**src/hdl/box_point_query_core_assert.svh**
```systemverilog
// Assertion macros for the box point query block.
// Used by the top level only; expects clk and rst in scope.
`ifndef BOX_POINT_QUERY_CORE_ASSERT_SVH
`define BOX_POINT_QUERY_CORE_ASSERT_SVH

// Implication checked at every edge outside reset.
`define BPQ_ASSERT_IMP(lbl, ante, cons) \
  lbl: assert property (@(posedge clk) disable iff (rst) (ante) |-> (cons)) \
    else $error("bpq check failed");

// Plain invariant checked at every edge outside reset.
`define BPQ_ASSERT_ALWAYS(lbl, cond) \
  lbl: assert property (@(posedge clk) disable iff (rst) (cond)) \
    else $error("bpq invariant failed");

`endif

```
**src/hdl/bpq_pkg.sv**
```systemverilog
// Shared types and constants for the box point query block.
// No dependencies.
`default_nettype none
package bpq_pkg;
  localparam int COORD_W   = 32;
  localparam int MARGIN_W  = 31;
  localparam int IDX_W     = 3;
  localparam int ENC_W     = 8;
  localparam int DIST_W    = 63;
  localparam int SQ_W      = 64;
  localparam int NUM_W     = COORD_W + ENC_W;
  localparam int DIV_STEPS = ENC_W;
  // capture + prepare + one stage per quotient bit
  localparam int LANE_DEPTH = DIV_STEPS + 2;
  // lanes plus two merge stages
  localparam int STAGES = LANE_DEPTH + 2;
  localparam logic [DIST_W-1:0] DIST_MAX = {DIST_W{1'b1}};

  typedef enum logic [IDX_W-1:0] {
    REG_MIN_X  = 3'd0,
    REG_MIN_Y  = 3'd1,
    REG_MIN_Z  = 3'd2,
    REG_MAX_X  = 3'd3,
    REG_MAX_Y  = 3'd4,
    REG_MAX_Z  = 3'd5,
    REG_MARGIN = 3'd6,
    REG_NONE   = 3'd7
  } cfg_reg_e;

  typedef struct packed {
    logic              in_box;
    logic              inside_m;
    logic [SQ_W-1:0]   sq;
    logic [ENC_W-1:0]  enc;
  } lane_res_t;
endpackage
`default_nettype wire

```
**src/hdl/bpq_merge.sv**
```systemverilog
// Merge of the three lanes: flag reduction and saturating distance sum.
// Depends on bpq_pkg.
`default_nettype none
module bpq_merge (
  input  wire logic                       clk,
  input  wire logic [1:0]                 en,
  input  wire bpq_pkg::lane_res_t         lx,
  input  wire bpq_pkg::lane_res_t         ly,
  input  wire bpq_pkg::lane_res_t         lz,
  output logic                            inside_res,
  output logic                            inside_margin,
  output logic [bpq_pkg::DIST_W-1:0]      dist_sq,
  output logic [bpq_pkg::ENC_W-1:0]       enc_x,
  output logic [bpq_pkg::ENC_W-1:0]       enc_y,
  output logic [bpq_pkg::ENC_W-1:0]       enc_z
);
  import bpq_pkg::*;

  logic [SQ_W:0]    sxy;
  logic [SQ_W-1:0]  sqz;
  logic             in_m, inm_m;
  logic [ENC_W-1:0] ex_m, ey_m, ez_m;
  logic [SQ_W+1:0]  total;

  always_ff @(posedge clk) begin
    if (en[0]) begin
      sxy   <= {1'b0, lx.sq} + {1'b0, ly.sq};
      sqz   <= lz.sq;
      in_m  <= lx.in_box & ly.in_box & lz.in_box;
      inm_m <= lx.inside_m & ly.inside_m & lz.inside_m;
      ex_m  <= lx.enc;
      ey_m  <= ly.enc;
      ez_m  <= lz.enc;
    end
  end

  assign total = {1'b0, sxy} + {2'b00, sqz};

  always_ff @(posedge clk) begin
    if (en[1]) begin
      inside_res    <= in_m;
      inside_margin <= inm_m;
      if (in_m)                                    dist_sq <= '0;
      else if (total > {3'b000, DIST_MAX})         dist_sq <= DIST_MAX;
      else                                         dist_sq <= total[DIST_W-1:0];
      enc_x <= ex_m;
      enc_y <= ey_m;
      enc_z <= ez_m;
    end
  end
endmodule
`default_nettype wire

```
**config.mk**
```make
export PLATFORM = sky130hd
export DESIGN_NAME = bpq_merge
export DESIGN_NICKNAME = d
export VERILOG_FILES = /design/src/hdl/box_point_query_core_assert.svh /design/src/hdl/bpq_pkg.sv /design/src/hdl/bpq_merge.sv
export SDC_FILE = /design/constraint.sdc
export NUM_CORES = 1
export LEC_CHECK = 0
export BUFFER_PORTS_ARGS = -buffer_cell sky130_fd_sc_hd__buf_4
export CAP_MARGIN = 0
export CORE_AREA = 4 4 217 219
export DETAILED_ROUTE_END_ITERATION = 16
export DIE_AREA = 0 0 221 223
export HOLD_SLACK_MARGIN = 0.1
export PLACE_DENSITY = 0.51
export SETUP_SLACK_MARGIN = 0.2
export SYNTH_ARGS = -nofsm -noshare
export SYNTH_HDL_FRONTEND = slang
export SYNTH_SLANG_ARGS = --single-unit
```
**constraint.sdc**
```tcl
create_clock -name clk -period 3.8 [get_ports clk]
set_input_delay 0.38 -clock clk [delete_from_list [all_inputs] [get_ports clk]]
set_output_delay 0.38 -clock clk [all_outputs]
set_load 0.01 [all_outputs]
```
==> results of run 1 <==
-- per-layer routing --
layer	wire, um	vias up	part of all wire, %	GRT usage, %
li1	-	6370	-	-
met1	23800	5879	52	28.1
met2	19300	350	42	26.5
met3	1900	58	4.1	1.87
met4	1040	0	2.3	4.43
met5	0	-	0	0
-- power groups by stage --
stage	clock (W)	sequential (W)	combinational [W]
final	0.00231	0.00352	0.00388
after global routing	0.00250	0.00355	0.00425
after CTS	0.00240	0.00352	0.00377
after detailed placement	0	0.00356	0.00357
after global placement	0	0.00355	0.00358
after floorplan	0	0.00356	0.00223
-- area by class of cell --
cell class              count  area (um^2)  share of cell area, %
inverters                  33          124                  0.585
clock inverters             9         55.1                  0.260
repair buffers            493         4000                   18.9
multi-input cells        1094         8200                   38.7
flip-flops and latches    244         7330                   34.6
well taps                 600          751                   3.55
clock buffers              35          706                   3.33
-- sequential cells by signal, summed over array words and instances (netlist names) --
register	flops
ex_m	8
ey_m	8
sxy	65
inside_res	1
enc_z	8
in_m	1
dist_sq	63
inside_margin	1
inm_m	1
sqz	64
ez_m	8
enc_x	8
enc_y	8
-- through the flow --
| stage | util (%) | setup TNS (ns) | instance area (um^2) |
|---|---|---|---|
| global placement | 42.2 | -0.0773 | 19000 |
| floorplan | - | 0 | 15600 |
| finish | 46.9 | 0 | 21200 |
| detailed placement | 42.2 | -0.149 | 19000 |
| global route | 46.9 | 0 | 21200 |
| CTS | 46.3 | 0 | 20900 |
-- kinds of logic after synthesis --
kind of cell | Yosys count
AO/OA/AOI/OAI | 485
XOR/XNOR | 117
adder cells (fa/ha/maj) | 130
buffers and inverters | 98
flip-flops | 244
AND/OR/NAND/NOR | 362
-- timing repair --
| item | 4_1_cts | 5_1_grt |
|---|---|---|
| pin swaps | 10 | 17 |
| setup endpoints to repair | 52 | 63 |
| resized for setup | 20 | 49 |
| cloned | 1 | 0 |
| hold endpoints to repair | 88 | 0 |
| setup buffers | 8 | 3 |
| hold buffers | 88 | 0 |
-- cells in the final DEF (no fill, tap or decap), drive strengths merged, types with 6 or more instances in the layout --
cell type    count
a211oi          16
buf            404
or3              9
nor3b            7
a21boi           6
xnor2           68
nor2            75
o21ai           73
clkinv           8
nand4           36
a21o            73
xor2            49
clkbuf          35
o21a            15
o211ai          12
a31oi           18
nor3            27
ha             128
nand2           92
nand3           36
o31ai            8
nand2b          15
or2             11
inv             34
and3            16
o21bai          14
a21oi          207
dlygate4sd3     88
nor2b           14
edfxtp         244
-- worst reg2reg max path, cell delays in order, from the launching register on --
cell                        delay [ns]
sky130_fd_sc_hd__edfxtp_1         0.42
sky130_fd_sc_hd__ha_4             0.31
sky130_fd_sc_hd__buf_4            0.14
sky130_fd_sc_hd__nand4_1          0.16
sky130_fd_sc_hd__or4_1            0.56
sky130_fd_sc_hd__or2_2            0.32
sky130_fd_sc_hd__or4_4            0.56
sky130_fd_sc_hd__a21oi_4          0.16
sky130_fd_sc_hd__a2111oi_4        0.06
sky130_fd_sc_hd__buf_4            0.18
sky130_fd_sc_hd__buf_12           0.15
sky130_fd_sc_hd__buf_12           0.15
sky130_fd_sc_hd__a21oi_1          0.15
-- path summary, 6_finish.rpt --
check | endpoint | slack (ns) | depth (start not counted) | startpoint
worst min register to register | enc_z[5]$_DFFE_PP_ | 0.42 | 0 | ez_m[5]$_DFFE_PP_
worst max register to register | dist_sq[0]$_SDFFCE_PP0P_ | 0.32 | 12 | sxy[51]$_DFFE_PP_
worst min-delay path | sxy[0]$_DFFE_PP_ | 0.15 | 2 | ly[8]
worst max-delay path | dist_sq[0]$_SDFFCE_PP0P_ | 0.32 | 12 | sxy[51]$_DFFE_PP_
==> results.rst, run 1 <==
.. list-table::
   :header-rows: 1

   * - Metric
     - Value
   * - Detailed placement HPWL
     - 36700 um
   * - Largest incremental delay on the critical path
     - 0.56 ns
   * - Critical Path Start Type
     - flip-flop
   * - Worst slew pin tran
     - 1.00 ns
   * - Root Buffer
     - sky130_fd_sc_hd__clkbuf_16
   * - Number of enable-type register cells in the synthesized netlist
     - 244
   * - CP endpoint kind
     - flip-flop
   * - Kind of critical path
     - flip-flop to flip-flop
   * - Net count after synthesis
     - 1791
   * - Number of distinct library cell variants in the gate-level netlist after synthesis
     - 81
   * - Worst hold-check slack
     - 0.154 ns
   * - Clock share of power
     - 23.8%
   * - Number of maximum-capacitance constraint violations
     - 0
   * - Die X
     - 221 um
   * - Proportion of power drawn by combinational gates
     - 39.9%
   * - Count of endpoints failing setup in the final report
     - 0
   * - Portion of netlist area occupied by mux cells
     - 0%
   * - Area fraction in compound gates after synthesis
     - 21.3%
   * - Area of the core region
     - 0.0451 mm^2
   * - Final worst-path cycle share
     - 91.5%
   * - Maximum number of pins on one net before global-route repair
     - 83
   * - Fraction of the mapped netlist area in adder cells
     - 10.5%
   * - Max-Slew Margin vs Limit
     - 33.2%
   * - Fin nets
     - 2247
   * - Share of synthesized flip-flops with an asynchronous set or reset
     - 0%
   * - Wire length of the first global-routing pass
     - 71800 um
   * - Proportion of total power due to net switching
     - 34.2%
   * - Reported leakage power
     - 8.62 nW
   * - Cell count after synthesis
     - 1436
   * - Library cell contributing the largest single delay on the critical path
     - sky130_fd_sc_hd__or4_1
   * - Summed instance area of the synthesized netlist
     - 0.0156 mm^2
   * - Count of warnings emitted by yosys
     - 0
   * - Outcome
     - finished, final reports clean
   * - Sequential cell area fraction in the yosys report
     - 47.0%
   * - TritonCTS Buffers
     - 26
   * - Total count of max-transition violations in the final report
     - 0
   * - Global-route total usage across every layer
     - 17.9%
   * - Parity-gate share of the synthesized area counting xor and xnor cells
     - 6.58%
   * - Reg clk slew, reported paths
     - 0.06 ns
   * - Post-placement setup slack
     - -0.0702 ns
   * - Shortest clock period the worst path allows after layout
     - 3.48 ns
   * - Internal Pwr Total
     - 0.00639 W
   * - Clock Skews
     - 0.0204 ns
   * - CP max FO
     - 12
   * - Maximum frequency from static timing analysis
     - 288 MHz
   * - Global placement routability congestion
     - 0.881
   * - Row count
     - 78
   * - Arrival time at the worst endpoint
     - 3.86 ns
   * - Register share of total power
     - 36.3%
   * - Mean routed wirelength per cell
     - 18.4 um
   * - TritonCTS clock tree
     - done
   * - Hold crit path type
     - primary input to flip-flop
   * - Synthesis-to-layout area growth
     - 35.8%
   * - Sum of overflow across all layers after global routing
     - 0
   * - Number of antenna violations at the first check in global routing
     - 0
   * - Cells taking the most area after synthesis
     - sky130_fd_sc_hd__edfxtp_1, sky130_fd_sc_hd__ha_1, sky130_fd_sc_hd__a21oi_1
   * - Ys flop type
     - sky130_fd_sc_hd__edfxtp_1
   * - Starting density of the core
     - 34.6%
   * - Largest family of logic cells by synthesized area
     - compound AO/OA/AOI/OAI gates
   * - Synth cell count leaders
     - sky130_fd_sc_hd__edfxtp_1, sky130_fd_sc_hd__a21oi_1, sky130_fd_sc_hd__ha_1
   * - Routed via count divided by cell count
     - 5.05
   * - Worst endpoint required time
     - 4.18 ns
   * - Leading area contributor after synthesis
     - sky130_fd_sc_hd__edfxtp_1
   * - Die Area
     - 0.0493 mm^2
   * - Initial drt markers
     - 598
   * - Fill cell total of the finished layout
     - 4271
   * - Antenna Violating Nets Remaining
     - 0
   * - Number of detailed-route iterations in the first pass
     - 5
   * - I/O pins
     - 314
   * - Antenna diode count
     - 0
   * - Count of state elements after synthesis
     - 244
   * - Placed instance count
     - 2364
   * - Proportion of layout cells with a drive suffix above 1
     - 30.8%
   * - Clk_lat worst skew
     - 0.55 ns
   * - Crit path cell chain
     - ha_4 > buf_4 > nand4_1 > or4_1 > or2_2 > or4_4 > a21oi_4 > a2111oi_4 > buf_4 > buf_12 > buf_12 > a21oi_1
   * - Cell family with the largest share of critical-path delay
     - simple AND/OR/NAND/NOR gates
   * - Simple-gate share of the synthesized area
     - 11.8%
   * - Total length of routed wires
     - 46000 um
   * - Net Sw Power
     - 0.00332 W
   * - Worst ir drop on vdd
     - 0.281 mV
   * - Post-Syn Area per Cell
     - 10.9 um^2
   * - H-tree levels
     - 1
   * - Unrepaired setup endpoints after global routing
     - no
   * - Number of hold-slack violations in the final timing report
     - 0
   * - # clock sinks
     - 244
   * - Power density of the placed cells
     - 459 mW/mm^2
   * - Fraction of post-synthesis cell area in the top cell type by area
     - 47.0%
   * - Worst setup margin
     - 0.324 ns
   * - Via count
     - 12700
   * - Total of buffers placed on input and output ports
     - 313
   * - Count leader, synth
     - sky130_fd_sc_hd__edfxtp_1
   * - Via count of the first global-routing pass
     - 12700
   * - Buffer and inverter count on the worst path
     - 4
   * - Power after layout
     - 0.00971 W
   * - Floorplan die height
     - 223 um
   * - Clock tree buffer depth
     - 3
   * - Drt drc
     - 0
   * - Filler-free cell count of the finished design
     - 2508
Power figures use the tool's default switching activity.
==> run 2: changes to the inputs <==
Settings changed: ABC_AREA set to 1, CORE_AREA 4 4 217 219 to 4 4 237 239, DIE_AREA 0 0 221 223 to 0 0 241 243.
Clock period 3.8 ns to 4.2 ns, I/O delays scaled along.
==> run 2 against run 1 <==
Net effect: sequential share of layout area down 3.6 points; first-iteration DRC count up 59%; register-to-register slack better by 0.69 ns; global-route usage up 4.3 points; count of clock-buffer cells in the layout down 1; worst setup slack better by 0.69 ns; fmax up 9.2%; utilization down 3.1 points; total power down 2.5%; critical path type unchanged; highest routed layer unchanged.
==> results.rst, run 2 <==
.. list-table::
   :header-rows: 1

   * - Metric
     - Value
   * - Global-route total usage across every layer
     - 22.3% (+4.3 points)
   * - Global placement routability congestion
     - 0.929 (+5.5%)
   * - Number of setup buffers added after CTS
     - 0 (-8)
   * - Power after layout
     - 0.00947 W (-2.5%)
   * - Cells taking the most area after synthesis
     - sky130_fd_sc_hd__edfxtp_1, sky130_fd_sc_hd__nand2_1, sky130_fd_sc_hd__ha_1
   * - Unrepaired setup endpoints after global routing
     - no
   * - Area of the core region
     - 0.0538 mm^2 (+19%)
   * - Maximum frequency from static timing analysis
     - 314 MHz (+9.2%)
   * - Antenna Violating Nets Remaining
     - 0 (unchanged)
   * - Final worst-path cycle share
     - 75.8% (-16 points)
   * - Row count
     - 85 (+9.0%)
   * - Commonest non-fill, non-tap cells in the layout
     - sky130_fd_sc_hd__nand2_1, sky130_fd_sc_hd__inv_1, sky130_fd_sc_hd__buf_4
   * - Number of detailed-route iterations in the first pass
     - 5 (unchanged)
   * - TritonCTS clock tree
     - done
   * - Total length of routed wires
     - 67100 um (+46%)
   * - Maximum number of pins on one net before global-route repair
     - 109 (+31%)
   * - H-tree levels
     - 1 (unchanged)
   * - Fin nets
     - 3180 (+42%)
   * - Synth cell count leaders
     - sky130_fd_sc_hd__nand2_1, sky130_fd_sc_hd__inv_1, sky130_fd_sc_hd__edfxtp_1
   * - I/O pins
     - 314 (unchanged)
   * - Post-Syn Area per Cell
     - 7.78 um^2 (-28%)
   * - Placed instance count
     - 3403 (+44%)
   * - Clock Skews
     - 0.0187 ns (-0.00165 ns)
   * - Net count after synthesis
     - 2759 (+54%)
   * - Floorplan die height
     - 243 um (+9.0%)
   * - # clock sinks
     - 244 (unchanged)
   * - Total of buffers placed on input and output ports
     - 313 (unchanged)
   * - Shortest clock period the worst path allows after layout
     - 3.18 ns (-0.294 ns)
   * - CP max FO
     - 22 (+10)
   * - Register with the highest flop count
     - sxy
   * - Count leader, synth
     - sky130_fd_sc_hd__nand2_1
   * - Drt drc
     - 0 (unchanged)
   * - Reg clk slew, reported paths
     - 0.06 ns (about the same)
   * - Filler-free cell count of the finished design
     - 3543 (+41%)
   * - Worst setup margin
     - 1.02 ns (+0.694 ns)
   * - Number of distinct library cell variants in the gate-level netlist after synthesis
     - 45 (-44%)
   * - Fraction of post-synthesis cell area in the top cell type by area
     - 39.2% (-7.9 points)
   * - Clk_lat worst skew
     - 0.57 ns (+0.02 ns)
   * - Count of instances resized after the clock tree is built
     - 0 (-100%)
   * - Clock tree buffer depth
     - 3 (unchanged)
   * - Number of antenna violations at the first check in global routing
     - 2 (+2)
   * - Sequential cell area fraction in the yosys report
     - 39.2% (-7.9 points)
   * - Die Area
     - 0.0586 mm^2 (+19%)
   * - Share of synthesized flip-flops with an asynchronous set or reset
     - 0% (unchanged)
   * - Worst endpoint required time
     - 4.52 ns (+0.34 ns)
   * - Antenna diode count
     - 0 (unchanged)
   * - Kind of critical path
     - flip-flop to flip-flop
   * - Summed instance area of the synthesized netlist
     - 0.0187 mm^2 (+20%)
   * - Ys flop type
     - sky130_fd_sc_hd__edfxtp_1
   * - Top Registers
     - sxy x65, sqz x64, dist_sq x63
   * - Count of state elements after synthesis
     - 244 (unchanged)
   * - Detailed placement HPWL
     - 57500 um (+57%)
   * - Total count of max-transition violations in the final report
     - 0 (unchanged)
   * - Power density of the placed cells
     - 401 mW/mm^2 (-13%)
   * - Root Buffer
     - sky130_fd_sc_hd__clkbuf_16
   * - Worst slew pin tran
     - 1.11 ns (+0.111 ns)
   * - Cell count after synthesis
     - 2404 (+67%)
   * - Worst ir drop on vdd
     - 0.302 mV (+7.7%)
   * - Count of warnings emitted by yosys
     - 0 (unchanged)
   * - TritonCTS Buffers
     - 28 (+7.7%)
   * - Arrival time at the worst endpoint
     - 3.50 ns (-0.36 ns)
   * - Number of maximum-capacitance constraint violations
     - 0 (unchanged)
   * - Cts-stage hold buffer count
     - 88 (unchanged)
   * - Die X
     - 241 um (+9.0%)
   * - CP endpoint kind
     - flip-flop
   * - Via count
     - 17100 (+35%)
   * - Critical Path Start Type
     - flip-flop
   * - Count of endpoints failing setup in the final report
     - 0 (unchanged)
   * - Hold crit path type
     - primary input to flip-flop
   * - Mean routed wirelength per cell
     - 18.9 um (+3.2%)
   * - Max-Slew Margin vs Limit
     - 25.8% (-7.4 points)
   * - Via count of the first global-routing pass
     - 17400 (+38%)
   * - FF-to-FF setup slack
     - 1.02 ns (+0.69 ns)
   * - Worst hold-check slack
     - 0.170 ns (+0.0156 ns)
   * - Number of flip-flops in the largest register
     - 65 (unchanged)
   * - Most common library cell in the layout ignoring fill and taps
     - sky130_fd_sc_hd__nand2_1
   * - Number of enable-type register cells in the synthesized netlist
     - 244 (unchanged)
   * - Sum of overflow across all layers after global routing
     - 0 (unchanged)
   * - Synthesis-to-layout area growth
     - 26.1%
   * - Leading area contributor after synthesis
     - sky130_fd_sc_hd__edfxtp_1
   * - Outcome
     - finished, final reports clean
   * - Starting density of the core
     - 34.8% (+0.20 points)
   * - Reported leakage power
     - 10.9 nW (+27%)
   * - Setup TNS
     - 0 ns (unchanged)
   * - Initial drt markers
     - 948 (+59%)
   * - Wire length of the first global-routing pass
     - 99500 um (+38%)
   * - Post-placement setup slack
     - 1.07 ns (+1.14 ns)
   * - Routed via count divided by cell count
     - 4.82 (-4.5%)
   * - Proportion of layout cells with a drive suffix above 1
     - 17.7% (-13 points)
   * - Number of hold-slack violations in the final timing report
     - 0 (unchanged)
-- run 2: cell count changes in the layout (fill, tap and decap cells not counted), moves of 25 or more --
| cell | before | now |
|---|---|---|
| sky130_fd_sc_hd__a21o_1 | 72 | 15 |
| sky130_fd_sc_hd__a21oi_1 | 130 | 166 |
| sky130_fd_sc_hd__a21oi_2 | 72 | 8 |
| sky130_fd_sc_hd__buf_4 | 398 | 319 |
| sky130_fd_sc_hd__inv_1 | 33 | 395 |
| sky130_fd_sc_hd__nand2_1 | 92 | 694 |
| sky130_fd_sc_hd__nand2_2 | 0 | 25 |
| sky130_fd_sc_hd__nand3_1 | 35 | 75 |
| sky130_fd_sc_hd__nand3_2 | 1 | 64 |
| sky130_fd_sc_hd__nor2_1 | 75 | 223 |
| sky130_fd_sc_hd__xnor2_1 | 68 | 41 |
-- run 2: cells by family after synthesis --
family | count (synthesis) | synth area share, %
compound gates | 340 | 10.2
xor+xnor | 79 | 3.70
fa+ha+maj | 130 | 8.77
buf+inv | 431 | 9.69
flops | 244 | 39.2
simple gates | 1180 | 28.5
-- run 2: final timing paths --
path                startpoint                        to  depth (start not counted)
min reg2reg  ex_m[6]$_DFFE_PP_        enc_x[6]$_DFFE_PP_                          0
max reg2reg  sxy[51]$_DFFE_PP_  dist_sq[0]$_SDFFCE_PP0P_                         16
min                     ly[73]            in_m$_DFFE_PP_                          2
max          sxy[51]$_DFFE_PP_  dist_sq[0]$_SDFFCE_PP0P_                         16
-- run 2: where the power goes --
group	internal [W]	leakage (nW)	switching, W
Sequential	0.00304	2.39	0.000111
Combinational	0.00131	8.05	0.00241
Clock	0.00158	0.478	0.00102
-- run 2: worst max-delay path, stage by stage, from the launching register on --
cell	delay [ns]
sky130_fd_sc_hd__edfxtp_1	0.37
sky130_fd_sc_hd__ha_1	0.42
sky130_fd_sc_hd__a21oi_1	0.38
sky130_fd_sc_hd__nand2_1	0.13
sky130_fd_sc_hd__nand2_1	0.08
sky130_fd_sc_hd__nand2_1	0.07
sky130_fd_sc_hd__nand2_1	0.06
sky130_fd_sc_hd__nand2_1	0.07
sky130_fd_sc_hd__a21oi_1	0.21
sky130_fd_sc_hd__nand2_1	0.10
sky130_fd_sc_hd__nand2_2	0.08
sky130_fd_sc_hd__nand2_4	0.07
sky130_fd_sc_hd__nor2_8	0.23
sky130_fd_sc_hd__buf_4	0.39
sky130_fd_sc_hd__nand3_1	0.13
sky130_fd_sc_hd__nand2_1	0.08
sky130_fd_sc_hd__inv_1	0.05
-- run 2: final cells by class --
cell class,instances,area [um^2]
well taps,696,871
repair buffers,409,3310
fillers,5528,30200
flip-flops and latches,244,7330
inverters,413,1550
clock buffers,34,744
clock inverters,18,233
multi-input cells,1729,9570
-- run 2: per-stage QoR --
step                      instance area, um^2  utilization [%]
after floorplan                         18700                -
after global placement                  21700             40.4
after detailed placement                21700             40.4
after CTS                               23600             43.9
after global routing                    23600             43.9
final                                   23600             43.9
-- run 2: routing by layer --
metal / wire length (um) / vias to the layer above / GRT usage [%] / part of all wire [%]
met5: 0 / - / 0 / 0
met4: 3100 / 0 / 8.91 / 4.6
met3: 2400 / 105 / 1.57 / 3.6
met2: 32300 / 426 / 39.1 / 48
met1: 29300 / 7842 / 28.4 / 44
li1: - / 8694 / - / -
==> run 3: changes to the inputs <==
Settings changed: PLACE_DENSITY 0.51 to 0.52.
Clock period 4.2 ns to 2.9 ns, I/O delays scaled along.
==> run 3 against run 2 <==
Net effect: sequential share of layout area fell by 2.9 points; total power is 56% higher; first-iteration DRC count shrank 1.1%; sequential power is 48% higher; utilization rose by 4.6 points; clock skew rose by 0.0079 ns; global-route usage up 0.90 points; fmax is 17% higher; die area stayed put; cell count grew 4.3%; combinational power is 86% higher; clock power up 23%; critical path type unchanged; largest power group unchanged; highest routed layer unchanged.
==> results.rst, run 3 (synthesis results as in run 2) <==
.. list-table::
   :header-rows: 1

   * - Metric
     - Value
   * - Filler-free cell count of the finished design
     - 3696 (+4.3%)
   * - Total of buffers placed on input and output ports
     - 313 (unchanged)
   * - Worst reg2reg path startpoint
     - sxy[8]$_DFFE_PP_
   * - Clock tree buffer depth
     - 3 (unchanged)
   * - Die Area
     - 0.0586 mm^2 (unchanged)
   * - Mean routed wirelength per cell
     - 19.2 um (+1.2%)
   * - Worst reg2reg path endpoint
     - dist_sq[44]$_SDFFCE_PP0P_
   * - Library cell contributing the largest single delay on the critical path
     - sky130_fd_sc_hd__edfxtp_1
   * - Power after layout
     - 0.0148 W (+56%)
   * - Floorplan die height
     - 243 um (unchanged)
   * - Final worst-path cycle share
     - 93.4% (+18 points)
   * - Startpoint of the lowest-slack hold path
     - ly[71]
   * - Total count of max-transition violations in the final report
     - 0 (unchanged)
   * - Antenna diode count
     - 0 (unchanged)
   * - Die X
     - 241 um (unchanged)
   * - CP max FO
     - 8 (-64%)
   * - Shortest clock period the worst path allows after layout
     - 2.71 ns (-0.472 ns)
   * - Global placement routability congestion
     - 0.960 (+3.3%)
   * - Power density of the placed cells
     - 567 mW/mm^2 (+41%)
   * - Reg clk slew, reported paths
     - 0.06 ns (about the same)
   * - Net Sw Power
     - 0.00564 W (+59%)
   * - Proportion of power drawn by combinational gates
     - 47.0% (+7.6 points)
   * - Antenna Violating Nets Remaining
     - 0 (unchanged)
   * - Worst slew pin tran
     - 0.868 ns (-0.245 ns)
   * - H-tree levels
     - 1 (unchanged)
   * - Maximum frequency from static timing analysis
     - 369 MHz (+17%)
   * - Maximum number of pins on one net before global-route repair
     - 57 (-48%)
   * - Clock Skews
     - 0.0266 ns (+0.00785 ns)
   * - Routed via count divided by cell count
     - 4.80 (-0.31%)
   * - Synthesis-to-layout area growth
     - 39.3%
   * - Number of antenna violations at the first check in global routing
     - 0 (-2)
   * - Critical Path Start Type
     - flip-flop
   * - Crit path cell chain
     - ha_4 > a21oi_2 > nand2_1 > nand3b_4 > nand2_1 > nand2_2 > nand2_1 > nand2_2 > nand2_2 > nand2_2 > nor2_8 > buf_12 > buf_12 > buf_12 > nand3_2 > nand2_1 > inv_1
   * - Register with the highest flop count
     - sxy
   * - Internal Pwr Total
     - 0.00914 W (+54%)
   * - Hold crit path type
     - primary input to flip-flop
   * - Number of hold-slack violations in the final timing report
     - 0 (unchanged)
   * - Number of detailed-route iterations in the first pass
     - 5 (unchanged)
   * - Worst endpoint required time
     - 3.20 ns (-1.32 ns)
   * - Clk_lat worst skew
     - 0.57 ns (about the same)
   * - Number of maximum-capacitance constraint violations
     - 0 (unchanged)
   * - Fin nets
     - 3336 (+4.9%)
   * - Fill cell total of the finished layout
     - 5381 (-2.7%)
   * - Worst ir drop on vdd
     - 0.406 mV (+34%)
   * - Area of the core region
     - 0.0538 mm^2 (unchanged)
   * - Number of flip-flops in the largest register
     - 65 (unchanged)
   * - Global-route total usage across every layer
     - 23.2% (+0.90 points)
   * - Total length of routed wires
     - 70800 um (+5.6%)
   * - Arrival time at the worst endpoint
     - 3.01 ns (-0.49 ns)
   * - Root Buffer
     - sky130_fd_sc_hd__clkbuf_16
   * - CP endpoint kind
     - flip-flop
   * - Buffer and inverter count on the worst path
     - 4 (+2)
   * - Sum of overflow across all layers after global routing
     - 0 (unchanged)
   * - Unrepaired setup endpoints after global routing
     - yes
   * - Starting density of the core
     - 34.8% (unchanged)
   * - TritonCTS clock tree
     - done
   * - TritonCTS Buffers
     - 25 (-11%)
   * - Register share of total power
     - 31.5% (-1.7 points)
   * - Reported leakage power
     - 11.8 nW (+8.2%)
   * - Top Registers
     - sxy x65, sqz x64, dist_sq x63
   * - Proportion of layout cells with a drive suffix above 1
     - 26.9% (+9.2 points)
   * - Clock share of power
     - 21.5% (-5.9 points)
   * - Row count
     - 85 (unchanged)
   * - Proportion of total power due to net switching
     - 38.2% (+0.73 points)
   * - Wire length of the first global-routing pass
     - 104000 um (+4.3%)
   * - FF-to-FF setup slack
     - 0.19 ns (-0.83 ns)
   * - Via count
     - 17700 (+4.0%)
   * - I/O pins
     - 314 (unchanged)
   * - Commonest non-fill, non-tap cells in the layout
     - sky130_fd_sc_hd__nand2_1, sky130_fd_sc_hd__buf_4, sky130_fd_sc_hd__inv_1
   * - Placed instance count
     - 3510 (+3.1%)
   * - Cell family with the largest share of critical-path delay
     - simple AND/OR/NAND/NOR gates
   * - Drt drc
     - 0 (unchanged)
   * - Via count of the first global-routing pass
     - 18000 (+3.2%)
   * - Most common library cell in the layout ignoring fill and taps
     - sky130_fd_sc_hd__nand2_1
   * - Initial drt markers
     - 938 (-1.1%)
   * - Worst Reg-to-Reg Cells
     - 17 (+1)
   * - # clock sinks
     - 244 (unchanged)
   * - Outcome
     - finished, final reports clean
   * - Largest incremental delay on the critical path
     - 0.46 ns (+0.04 ns)
   * - Max-Slew Margin vs Limit
     - 42.1% (+16 points)
   * - Detailed placement HPWL
     - 58800 um (+2.3%)
   * - Kind of critical path
     - flip-flop to flip-flop
   * - Count of endpoints failing setup in the final report
     - 0 (unchanged)
   * - Cell count of the worst hold path
     - 4 (+2)
   * - Worst hold path endpoint
     - sxy[63]$_DFFE_PP_
## run 3: cell types whose count changed in the layout (fill, tap and decap cells not counted), moves of 20 or more
cell / previous run / this run
sky130_fd_sc_hd__a21oi_1: 166 / 138
sky130_fd_sc_hd__a21oi_2: 8 / 32
sky130_fd_sc_hd__buf_4: 319 / 444
sky130_fd_sc_hd__ha_1: 128 / 69
sky130_fd_sc_hd__ha_4: 0 / 49
sky130_fd_sc_hd__nand2_1: 694 / 662
sky130_fd_sc_hd__nand2_2: 25 / 46
sky130_fd_sc_hd__nor2_1: 223 / 195
sky130_fd_sc_hd__nor2_2: 6 / 26
## run 3: timing repair
action                                 in CTS  in global routing
pin swaps                                   8                 35
gates resized for setup                   104                151
gates cloned                                4                  4
buffers inserted                           25                 14
hold buffers                               93                  0
setup endpoints to repair                  62                 64
endpoints found under the hold margin      91                  0
## run 3: power groups by stage
stage / sequential [W] / combinational (W) / clock [W]
6_report: 0.00465 / 0.00695 / 0.00318
5_1_grt: 0.00469 / 0.00757 / 0.00342
4_1_cts: 0.00460 / 0.00641 / 0.00328
3_5_place_dp: 0.00463 / 0.00573 / 0
3_3_place_gp: 0.00463 / 0.00575 / 0
2_1_floorplan: 0.00463 / 0.00354 / 0
## run 3: how the worst max path moves through the flow
stage | from | endpoint | depth (start not counted)
finish | sxy[8]$_DFFE_PP_ | dist_sq[44]$_SDFFCE_PP0P_ | 17
global route | sxy[8]$_DFFE_PP_ | dist_sq[49]$_SDFFCE_PP0P_ | 17
CTS | sqz[51]$_DFFE_PP_ | dist_sq[21]$_SDFFCE_PP0P_ | 19
floorplan | sxy[0]$_DFFE_PP_ | dist_sq[32]$_SDFFCE_PP0P_ | 20
global placement | lx[8] | sxy[62]$_DFFE_PP_ | 15
detailed placement | lx[8] | sxy[62]$_DFFE_PP_ | 15
## run 3: per-stage QoR
step                instance area (um^2)  TNS [ns]  utilization (%)  worst slack [ns]  hold slack (ns)
floorplan                          18700         0                -             0.413            0.389
global placement                   22600    -0.379             42.0            -0.257            0.401
detailed placement                 22600    -0.374             42.0            -0.253            0.405
CTS                                25200         0             46.7             0.157            0.189
global route                       26100         0             48.4            0.0384            0.211
finish                             26100         0             48.4             0.191            0.209
## run 3: tightest hold or removal path: stages
cell	delay [ns]
sky130_fd_sc_hd__buf_4	0.08
sky130_fd_sc_hd__ha_1	0.14
sky130_fd_sc_hd__nand3_1	0.08
sky130_fd_sc_hd__nand2_1	0.06
## run 3: layout make-up
type / instances / area, um^2 / area share [%]
Tap cell: 696 / 871 / 3.34
Timing Repair Buffer: 566 / 4780 / 18.3
Sequential cell: 244 / 7330 / 28.1
Clock inverter: 15 / 144 / 0.552
Multi-Input combinational cell: 1731 / 10700 / 41.2
Clock buffer: 31 / 648 / 2.49
Inverter: 413 / 1550 / 5.95
## run 3: metal layers
| metal | wire, um | GRT usage [%] | vias to the layer above |
|---|---|---|---|
| met3 | 2290 | 1.59 | 96 |
| met5 | 0 | 0 | - |
| met1 | 30200 | 29.3 | 8226 |
| li1 | - | - | 9003 |
| met2 | 35800 | 42.2 | 424 |
| met4 | 2500 | 6.87 | 0 |
